<file path="config.mk">
export PLATFORM = sky130hd
export DESIGN_NAME = grc_front
export DESIGN_NICKNAME = d
export VERILOG_FILES = /design/src/hdl/grc_pkg.sv /design/src/hdl/grc_front.sv
export SDC_FILE = /design/constraint.sdc
export NUM_CORES = 1
export LEC_CHECK = 0
export BUFFER_PORTS_ARGS = -buffer_cell sky130_fd_sc_hd__buf_2
export CORE_UTILIZATION = 45
export CTS_CLUSTER_SIZE = 14
export DETAILED_ROUTE_END_ITERATION = 8
export PLACE_DENSITY = 0.73
export SYNTH_ARGS = -nofsm -noshare
export SYNTH_HDL_FRONTEND = slang
export SYNTH_SLANG_ARGS = --single-unit
export TNS_END_PERCENT = 100
</file>
<file path="constraint.sdc">
create_clock -name clk -period 2.13 [get_ports clk]
set_input_delay 0.426 -clock clk [delete_from_list [all_inputs] [get_ports clk]]
set_output_delay 0.426 -clock clk [all_outputs]
set_load 0.05 [all_outputs]
</file>
<file path="src/hdl/grc_pkg.sv">
package grc_pkg;

	localparam int SCREEN_WIDTH = 640;
	localparam int GRID_SIZE    = 32;
	localparam int FRAC_BITS    = 16;

	localparam int CELL_W    = $clog2(GRID_SIZE);
	localparam int ADDR_W    = 2 * CELL_W;
	localparam int MAP_DEPTH = GRID_SIZE * GRID_SIZE;
	localparam int COL_W     = 10;
	localparam int POS_W     = 21;
	localparam int VEC_W     = 18;
	localparam int DIST_W    = 24;
	localparam int CAM_W     = 20;
	localparam int PROD_W    = VEC_W + CAM_W;
	localparam int RAY_W     = 21;
	localparam int ABS_W     = 20;
	localparam int DIV_W     = 40;
	localparam int DELTA_W   = 2 * FRAC_BITS + 1;
	localparam int FR_W      = FRAC_BITS + 1;
	localparam int SD_W      = 40;
	localparam int N_W       = 24;
	localparam int MC_W      = CELL_W + 2;

	// camera x by reciprocal multiplication, exact over the whole column range
	localparam int     CAM_SH  = 40;
	localparam int     CAM_SHR = CAM_SH - FRAC_BITS - 1;
	localparam int     RCP_W   = 32;
	localparam int     CAMP_W  = COL_W + RCP_W;
	localparam longint CAM_RCP = ((64'sd1 <<< CAM_SH) + SCREEN_WIDTH - 1) / SCREEN_WIDTH;

	localparam int CFG_IDX_W  = 3;
	localparam int CFG_DATA_W = 21;

	localparam logic FUNC_WRITE = 1'b0;
	localparam logic FUNC_CAST  = 1'b1;

	localparam logic [CFG_IDX_W-1:0] REG_POS_X   = 3'd0;
	localparam logic [CFG_IDX_W-1:0] REG_POS_Y   = 3'd1;
	localparam logic [CFG_IDX_W-1:0] REG_DIR_X   = 3'd2;
	localparam logic [CFG_IDX_W-1:0] REG_DIR_Y   = 3'd3;
	localparam logic [CFG_IDX_W-1:0] REG_PLANE_X = 3'd4;
	localparam logic [CFG_IDX_W-1:0] REG_PLANE_Y = 3'd5;

	localparam logic        [POS_W-1:0] RST_POS_X   = 21'd98304;
	localparam logic        [POS_W-1:0] RST_POS_Y   = 21'd98304;
	localparam logic signed [VEC_W-1:0] RST_DIR_X   = -18'sd65536;
	localparam logic signed [VEC_W-1:0] RST_DIR_Y   = 18'sd0;
	localparam logic signed [VEC_W-1:0] RST_PLANE_X = 18'sd0;
	localparam logic signed [VEC_W-1:0] RST_PLANE_Y = 18'sd43253;

	localparam logic [DIST_W-1:0] DIST_MAX = '1;

	typedef struct packed {
		logic              func;
		logic [COL_W-1:0]  column;
		logic [CELL_W-1:0] cell_x;
		logic [CELL_W-1:0] cell_y;
		logic              cell_wall;
	} cmd_t;

	typedef struct packed {
		logic [COL_W-1:0]  ray_column;
		logic              wall_found;
		logic [CELL_W-1:0] hit_x;
		logic [CELL_W-1:0] hit_y;
		logic              hit_side;
		logic [DIST_W-1:0] perp_dist;
	} res_t;

	typedef struct packed {
		logic [POS_W-1:0]        pos_x;
		logic [POS_W-1:0]        pos_y;
		logic signed [VEC_W-1:0] dir_x;
		logic signed [VEC_W-1:0] dir_y;
		logic signed [VEC_W-1:0] plane_x;
		logic signed [VEC_W-1:0] plane_y;
	} cfg_t;

	typedef struct packed {
		logic              cast;
		logic [COL_W-1:0]  column;
		logic [ADDR_W-1:0] addr;
		logic              wall;
	} entry_t;

	typedef struct packed {
		logic   valid;
		entry_t entry;
	} head_t;

	typedef struct packed {
		logic pop;
		logic clearing;
	} back_ctl_t;

endpackage

</file>
<file path="src/hdl/grc_front.sv">
module grc_front import grc_pkg::*; (
	input  logic      clk,
	input  logic      arst_n,
	input  logic      start,
	input  cmd_t      cmd,
	output logic      busy,
	input  back_ctl_t bctl,
	output head_t     head
);

	localparam int Q_DEPTH = 2;
	localparam int PTR_W   = $clog2(Q_DEPTH);
	localparam int CNT_W   = $clog2(Q_DEPTH + 1);

	entry_t           q_mem_q [Q_DEPTH];
	logic [PTR_W-1:0] wr_ptr_q;
	logic [PTR_W-1:0] rd_ptr_q;
	logic [CNT_W-1:0] count_q;
	logic             push;
	logic             pop;
	entry_t           ent;

	assign busy = (count_q == CNT_W'(Q_DEPTH)) || bctl.clearing;
	assign push = start && !busy;
	assign pop  = bctl.pop && (count_q != '0);

	// classify the incoming transaction
	always_comb begin
		ent.cast   = (cmd.func == FUNC_CAST);
		ent.column = cmd.column;
		ent.addr   = {cmd.cell_x, cmd.cell_y};
		ent.wall   = cmd.cell_wall;
	end

	always_ff @(posedge clk) begin
		if (push) begin
			q_mem_q[wr_ptr_q] <= ent;
		end
	end

	always_ff @(posedge clk or negedge arst_n) begin
		if (!arst_n) begin
			wr_ptr_q <= '0;
			rd_ptr_q <= '0;
			count_q  <= '0;
		end else begin
			if (push) begin
				wr_ptr_q <= wr_ptr_q + PTR_W'(1);
			end
			if (pop) begin
				rd_ptr_q <= rd_ptr_q + PTR_W'(1);
			end
			if (push && !pop) begin
				count_q <= count_q + CNT_W'(1);
			end else if (pop && !push) begin
				count_q <= count_q - CNT_W'(1);
			end
		end
	end

	assign head.valid = (count_q != '0);
	assign head.entry = q_mem_q[rd_ptr_q];

endmodule

</file>
Yosys cells after proc, flatten, opt, wreduce, memory -nomap -nowiden
Memories as Yosys holds them, arrays and structs flattened.
Index checks and enable logic that the tools add are counted.
Widths: inputs -> output; s select.
{"block": "classes", "n_eq_ne": 1, "n_reduce_logical": 10, "n_addsub": 4, "mux": 4}
{"cell": "$logic_and 1x1->1", "count": 4}
{"cell": "$mux 2", "count": 2}
{"cell": "$reduce_bool 2->1", "count": 2}
{"cell": "$logic_not 1->1", "count": 3}
{"cell": "$add 1x1->1 const B", "count": 2}
{"cell": "$add 2x1->2 const B", "count": 1}
{"cell": "$eq 2x2->1 const B", "count": 1}
{"cell": "$mux 1", "count": 2}
{"cell": "$sub 2x1->2 const B", "count": 1}
{"cell": "$logic_or 1x1->1", "count": 1}
{"block": "word_totals", "output_inout_bits": 24, "regBits": 4, "memories": 1, "mem_bits_rw": 44}
{"memory": "q_mem_q", "words": 2, "width": 22, "read_ports": 1, "rd_clocked_by_memory_dff": 0, "write_ports": 1, "line_no": "grc_front.sv:15", "rtl": "entry_t q_mem_q [Q_DEPTH];"}

Longest topological paths before layout
Gate-level depths: netlist of run 1.
{"block": "depth", "ltp_word": 8, "depth_mapped": 7, "depth_no_buf": 7}

Worst setup path before layout of run 1
Ideal clock, no wire load.
{"block": "synth_timing", "path_kind": "input to register", "startpoint": "input bctl[0] (netlist name)", "endpoint": "memory q_mem_q[0][0] (netlist name) (enable)", "path_buffers": 0, "arrival_time_ns": 1.619, "slack_ns": 0.111, "setup_time_ns": 0.401, "cell_stages": 2, "required_time_ns": 1.729, "path_cell_list": "nand3b_2 nor2_1"}
{"block": "synth_via", "elab_chain_cells": 5}
{"item": "start: declaration", "line_no": "grc_front.sv:7", "rtl": "input back_ctl_t bctl,"}
{"item": "$logic_or 1x1->1", "line_no": "grc_front.sv:23", "rtl": "assign busy = (count_q == CNT_W'(Q_DEPTH)) || bctl.clearing;"}
{"item": "$logic_not 1->1", "line_no": "grc_front.sv:24", "rtl": "assign push = start && !busy;"}
{"item": "$logic_and 1x1->1", "line_no": "grc_front.sv:24"}
{"item": "$mux 1", "line_no": "grc_front.sv:36", "rtl": "if (push) begin"}
{"item": "$mux 1 (not written as such)", "line_no": "grc_front.sv:37", "rtl": "q_mem_q[wr_ptr_q] <= ent;"}
{"item": "end: declaration", "line_no": "grc_front.sv:15"}
No other way between the ends.

==> results summary, run 1 <==
The run finished with clean final reports. The post-cts resize count came out at 0. The final number of hold-violating endpoints is 0.

Of the cells placed in the final design, the portion with a size suffix greater than 1 is 59.1%. The antenna diode count is 0. The proportion of power drawn by combinational gates is a little over two fifths. The later-pin clock latency in the skew report came out at 0.29 ns. The worst supply voltage drop on vdd is 0.835 mV. The clock power share is 16.3%. The net switching share of the total power is 40.0%. In this run the post-CTS setup repair buffer count came out at 0. The sum of negative setup slack is 0 ns. The register area share after synthesis came out at between 70% and 80%.

The die footprint is 0.00427 mm2. The required time of the worst setup path came out at 1.70 ns. The signal on the critical path passes through buf_4 -> mux2_2 -> buf_2. Setup repair after global routing left no endpoint under its margin. The synthesized instance count came out at 87. The leakage power total is between 0.8 and 0.9 nW. The data arrival time of the critical path came out at 1.44 ns.

The final estimated routing congestion in global placement came out at between 0.6 and 0.7. The detail route stage leaves a number of antenna-violating nets equal to 0. The number of clock sinks seen by CTS came out at 48. The total setup violations reported at the end of the flow is 0.

The initial standard-cell utilization of the core is 48.3%. The post-synthesis sequential element count came out at 48. The post-synthesis net count came out at roughly 120. The Yosys step of the flow raised 0 warnings. The final period demand of the worst path came out at 1.87 ns. For this design the ratio of total power to cell area is ~1400 mW/mm2.

The boundary pin count is around 50. The power dissipated by switching net loads is approximately 1.2 mW. Clock tree synthesis selected as its root buffer the cell clkbuf_8. The internal power of the cells totals 1.83 mW.

The slowest stage of the critical path belongs to the cell mux2_2. The hold-fix buffer count after cts is 1. The number of design-rule violations left by the first detailed-router iteration is 7. The number of different library cells used by synthesis comes to 16.

The width of the die is 65.4 um. The max-slew violation count came to 0. The number of buffers and inverters on the critical path came out at 2.

Input and output buffers added on the ports amount to 50. The maximum clock rate is between 500 and 600 MHz. The final net count came out at 176.

The post-placement cell area came out at 0.00215 mm2. Broken down by cell family, the worst path's largest delay share belongs to buffers and inverters. The count of vias placed by the detailed router came out at 935. The core footprint is 0.00374 mm2.

The number of optimization iterations in the first detailed-route pass is 3. Along the worst path, the maximum fanout reaches 11. The area growth from synthesis to layout is 24.0%. The tightest hold margin is 0.318 ns. The estimated wirelength of the detail-placed design is 1920 um. In this run the core area contains 22 standard-cell rows. The synthesized area per cell came out at between 20 and 25 um2. The worst stage delay on the critical path came out at 0.37 ns. Dividing the detail-routed wire length by the instance count gives roughly 14 um. The first global-routing pass estimated ~4400 um of wire. The via count of the first global-routing pass is about 950. The share of total power dissipated in sequential elements is 40.8%. The longest clock path from root to sink contains 2 buffers. Max-cap violations in this run came to 0.

The overall routing resource usage is ~14%. The path class of the tightest hold or removal check is in2reg. The cell area after technology mapping is ~0.0018 mm2. On the final layout, the worst clock skew is 0.00442 ns. The kind of start point of the critical path is a flop. The remaining max-slew budget at the tightest pin is approximately four fifths.

The clock transition at the registers of the reported paths came out at approximately 0.080 ns. The initial antenna violation count is 0. The maximum number of pins on one net before global-route repair came out at 19.

The post-detailed-routing wire length came out at between 2000 and 3000 um. The critical path class is reg2out. The share of the clock period used by the worst path after layout is between 80% and 90%. The H-tree was split into 2 levels.

TritonCTS built the clock tree. The height of the chip came out at 65.4 um. The measured slew at the worst slew-check pin came out at slightly below 0.3 ns. After routing the design area is 0.00224 mm2. The element type at the critical path end is an output pin.

The number of clock buffers inserted by TritonCTS came out at 5. In the routed design, unresolved DRC markers number 0. The detailed-route vias per instance is around 4.7. The total global routing overflow is 0.
==> worst register-to-register path, cell delays in order, from the launching register on <==
cell	delay (ns)
dfrtp_1	0.40
nand2b_1	0.15
nand3b_2	0.13
inv_2	0.08
and2_1	0.29
buf_12	0.21
==> cell families (layout without fill, tap and decap cells) <==
group	after synthesis	in the layout	synth area share, %
flip-flops	48	48	78.7
multiplexers	22	22	13.9
AND/OR/NAND/NOR	8	8	2.84
XOR/XNOR	5	5	2.42
buffers and inverters	3	65	1.45
adder cells (fa/ha/maj)	1	1	0.692
==> flip-flops by register name (all words and copies together) (netlist names) <==
signal / cells
count_q: 2
q_mem_q: 44
rd_ptr_q: 1
wr_ptr_q: 1
==> final cells by class <==
cell class | instances | area [um2]
flip-flops and latches | 48 | 1420
inverters | 1 | 3.75
well taps | 48 | 60.1
fillers | 316 | 1500
clock buffers | 5 | 68.8
clock inverters | 3 | 13.8
repair buffers | 56 | 310
multi-input cells | 36 | 362
==> power groups by stage <==
stage	Sequential, mW	Clock [mW]	Combinational, mW
floorplan	1.26	0	1.06
global placement	1.26	0	1.30
detailed placement	1.26	0	1.31
CTS	1.24	0.509	1.32
global route	1.26	0.549	1.37
finish	1.24	0.495	1.31
==> stage by stage <==
stage | util, % | setup WS (ns) | cells | power, mW
after detailed placement | 57.4 | 0.462 | 188 | 2.57
after global placement | 57.4 | 0.495 | 188 | 2.55
after floorplan | - | 0.111 | 87 | 2.32
after CTS | 59.8 | 0.259 | 197 | 3.07
final | 59.8 | 0.262 | 197 | 3.04
after global routing | 59.8 | 0.207 | 197 | 3.18
==> placed cells by master, fill, tap and decap left out <==
cell,instances
clkbuf_8,5
ha_1,1
buf_12,1
xor2_1,2
xnor2_1,3
or2b_1,1
nor2_2,1
dlygate4sd3_1,1
mux2_2,21
or2_1,1
edfxtp_1,44
nor2_1,1
and2_1,1
inv_2,1
dfrtp_1,4
nand2_2,1
clkinv_1,1
clkinv_2,2
mux2_4,1
buf_2,50
nand2b_1,1
buf_4,4
nand3b_2,1
==> cells in the mapped netlist <==
cell | instances | area, um2
ha_1 | 1 | 12.5
nand2b_1 | 1 | 6.26
nand2_2 | 1 | 6.26
or2b_1 | 1 | 7.51
and2_1 | 1 | 6.26
xnor2_1 | 3 | 26.3
nand3b_2 | 1 | 11.3
inv_2 | 1 | 3.75
mux2_4 | 1 | 15.0
dfrtp_1 | 4 | 100
buf_6 | 2 | 22.5
mux2_2 | 21 | 236
xor2_1 | 2 | 17.5
nor2_1 | 2 | 7.51
edfxtp_1 | 44 | 1320
or2_1 | 1 | 6.26
==> metal layers <==
layer	vias up	track usage, %	wire length [um]
li1	451	-	-
met1	440	17.7	1120
met2	39	24.1	1360
met3	5	4.69	191
met4	0	4.89	30
met5	-	0	0
==> worst paths after layout <==
path | from | end | slack, ns | depth (start not counted)
worst max register to register | count_q[0] | q_mem_q[1][3] | 0.59 | 5
worst max-delay path | rd_ptr_q | head[2] | 0.26 | 3
max in group asynchronous | arst_n | wr_ptr_q | 1.53 | 2
worst min-delay path | cmd[11] | q_mem_q[0][11] | 0.32 | 1
worst min register to register | count_q[1] | count_q[1] | 0.49 | 1
min in group asynchronous | arst_n | rd_ptr_q | 0.47 | 2
No activity file was read; power rests on OpenSTA's default activity.
==> run 2, diff against run 1 <==
Settings changed: BUFFER_PORTS_ARGS -buffer_cell sky130_fd_sc_hd__buf_2 to -buffer_cell sky130_fd_sc_hd__buf_4.
==> results summary, run 2 (same netlist as run 1, synthesis figures left out) <==
The element type at the critical path end is an output pin (unchanged). The count of cells along the worst hold path came out at 1 (unchanged). The detailed-route vias per instance is 4.75 (about the same).

The later-pin clock latency in the skew report is 0.29 ns (about the same). The number of routed nets with antenna violations is 0 (unchanged). The data arrival time of the critical path came to 1.40 ns (was 1.44 ns). The cell at the root of the clock tree was clkbuf_8 (unchanged). The leakage power total came out at 0.914 nW (was 0.871 nW). The total setup violations reported at the end of the flow is 0 (unchanged).

The via count of the first global-routing pass came out at 980 (was 951). The final period demand of the worst path was 1.82 ns (was 1.87 ns). The setup skew after layout is 0.00342 ns (was 0.00442 ns).

The final net count is 177 (was 176). The number of design-rule violations left by the first detailed-router iteration is 39 (was 7). The count of vias placed by the detailed router is 941 (was 935). The total power draw came out at 3.15 mW (was 3.04 mW). The number of flip-flops under the largest register name was 44 (unchanged). Outcome: finished, final reports clean (unchanged). The remaining max-slew budget at the tightest pin is 88.9% (was 80.4%).

The worst stage delay on the critical path came out at 0.37 ns (about the same). The maximum number of pins on one net before global-route repair came to 15 (was 19). The cell type of the slowest stage on the worst timing path is mux2_2 (unchanged). The hold-fix buffer count after cts is 1 (unchanged). The required time of the worst setup path was 1.70 ns (about the same). The number of optimization iterations in the first detailed-route pass was 4 (was 3). The total of fill cells in the finished design is 294 (was 316). The number of clock buffers inserted by TritonCTS came to 5 (unchanged).

The mean routed wirelength per cell is 13.9 um (was 13.7 um). The share of cells above drive strength 1 came to 58.7% (was 59.1%). The worst supply voltage drop on vdd is 0.701 mV (was 0.835 mV). Counting stages on the worst path, the most repeated cell is buf_4.

The critical path class is reg2out (unchanged). The maximum clock rate is 548 MHz (was 535 MHz). The estimated wirelength of the detail-placed design is 1980 um (was 1920 um). The relative area change from synthesis to final layout is 30.5% (was 24.0%). The post-cts resize count is 0 (unchanged). Setup repair after global routing missed its margin: no (unchanged). The initial antenna violation count came out at 0 (unchanged). The final number of hold-violating endpoints was 0 (unchanged). The height of the chip came out at 65.4 um (unchanged). The number of H-tree levels came to 2 (unchanged).

The die footprint came out at 0.00427 mm2 (unchanged). Most used cells in the layout excluding fill and tap cells: buf_4 (56), edfxtp_1 (44), mux2_2 (21) (was buf_2 (50), edfxtp_1 (44), mux2_2 (21)). The width of the die came out at 65.4 um (unchanged). The initial standard-cell utilization of the core came out at 48.3% (unchanged). The sum of negative setup slack was 0 ns (unchanged). The antenna diode count is 0 (unchanged).

The ratio of total power to cell area came out at 1340 mW/mm2 (was 1360 mW/mm2). Biggest regs: q_mem_q (44), count_q (2) (unchanged). The number of buffers added for setup after CTS came out at 0 (unchanged). The placement row count came out at 22 (unchanged). The post-detailed-routing wire length is 2750 um (was 2700 um). The number of clock sinks seen by CTS is 48 (unchanged).

The share of the clock period used by the worst path after layout is 85.6% (was 87.7%). The count of buffers from port buffering came to 50 (unchanged). The boundary pin count is 51 (unchanged).

The count of unresolved DRC violations after routing is 0 (unchanged). The max-slew violation count came to 0 (unchanged). Cells along the critical path: buf_4 -> mux2_2 -> buf_4 (was buf_4 -> mux2_2 -> buf_2). The final estimated routing congestion in global placement came out at 0.683 (was 0.666).

The kind of start point of the critical path is a flop (unchanged). The measured slew at the worst slew-check pin is 0.166 ns (was 0.294 ns). The CTS tree is done (unchanged).

The most flop-heavy register was q_mem_q (unchanged). The highest fanout seen on the critical path came to 11 (unchanged). The type of the worst min-delay path was in2reg (unchanged). The global-route wire length before repair was 4370 um (was 4390 um). The most common cell after layout, fill and taps aside is buf_4 (was buf_2). The total global routing overflow came to 0 (unchanged). The overall routing resource usage came out at 14.6% (was 14.5%). The number of cells on the worst reg-to-reg path is 7 (was 5). The number of violations of the max-capacitance limit is 0 (unchanged).

The largest buffer count on any clock path came out at 2 (unchanged). The clock transition at the registers of the reported paths came out at 0.07 ns (was 0.08 ns). The core footprint came out at 0.00374 mm2 (unchanged).
[run 2: cell types whose count changed in the layout (fill, tap and decap cells not counted)]
cell	previous run	this run
clkinv_1	1	0
clkbuf_1	0	2
buf_4	4	56
buf_2	50	0
clkinv_2	2	1
buf_12	1	0
[run 2: where the power goes]
group	internal, mW	switching (mW)
Clock	0.230	0.254
Combinational	0.521	0.900
Sequential	1.19	0.0564
[run 2: path summary, 6_finish.rpt]
path | from | end | slack, ns
max in group asynchronous | arst_n | rd_ptr_q | 1.56
min in group asynchronous | arst_n | count_q[0] | 0.47
hold reg to reg | count_q[1] | count_q[1] | 0.49
setup / recovery | rd_ptr_q | head[19] | 0.31
setup reg to reg | count_q[0] | count_q[1] | 0.64
hold / removal | cmd[3] | q_mem_q[0][3] | 0.31
[run 2: final cells by class]
cell class | count | area (um2) | area share [%]
tap | 48 | 60.1 | 2.55
clock buffer | 7 | 76.3 | 3.24
inverter | 1 | 3.75 | 0.159
clock inverter | 1 | 5.00 | 0.212
timing repair buffer | 57 | 430 | 18.2
sequential | 48 | 1420 | 60.3
multi-input combinational | 36 | 362 | 15.3
[run 2: metal layers]
layer / track usage [%] / part of all wire (%)
met1: 15.1 / 37
met2: 25.5 / 54
met3: 6.08 / 7.9
met4: 6.52 / 0.84
met5: 0 / 0
[run 2: per-stage QoR]
| step | hold slack, ns | cell area (um2) | cells | setup WS, ns | utilization (%) |
|---|---|---|---|---|---|
| global route | 0.296 | 2360 | 198 | 0.251 | 63.0 |
| global placement | 0.225 | 2270 | 189 | 0.624 | 60.6 |
| finish | 0.315 | 2360 | 198 | 0.306 | 63.0 |
| floorplan | 0.130 | 1810 | 87 | 0.111 | - |
| detailed placement | 0.228 | 2270 | 189 | 0.605 | 60.6 |
| CTS | 0.302 | 2360 | 198 | 0.287 | 63.0 |
[run 2: worst max-delay path, delay by kind of cell (launching register included)]
kind	cells	cell delay (ns)
buffers and inverters	2	0.39
muxes	1	0.37
DFF	1	0.35
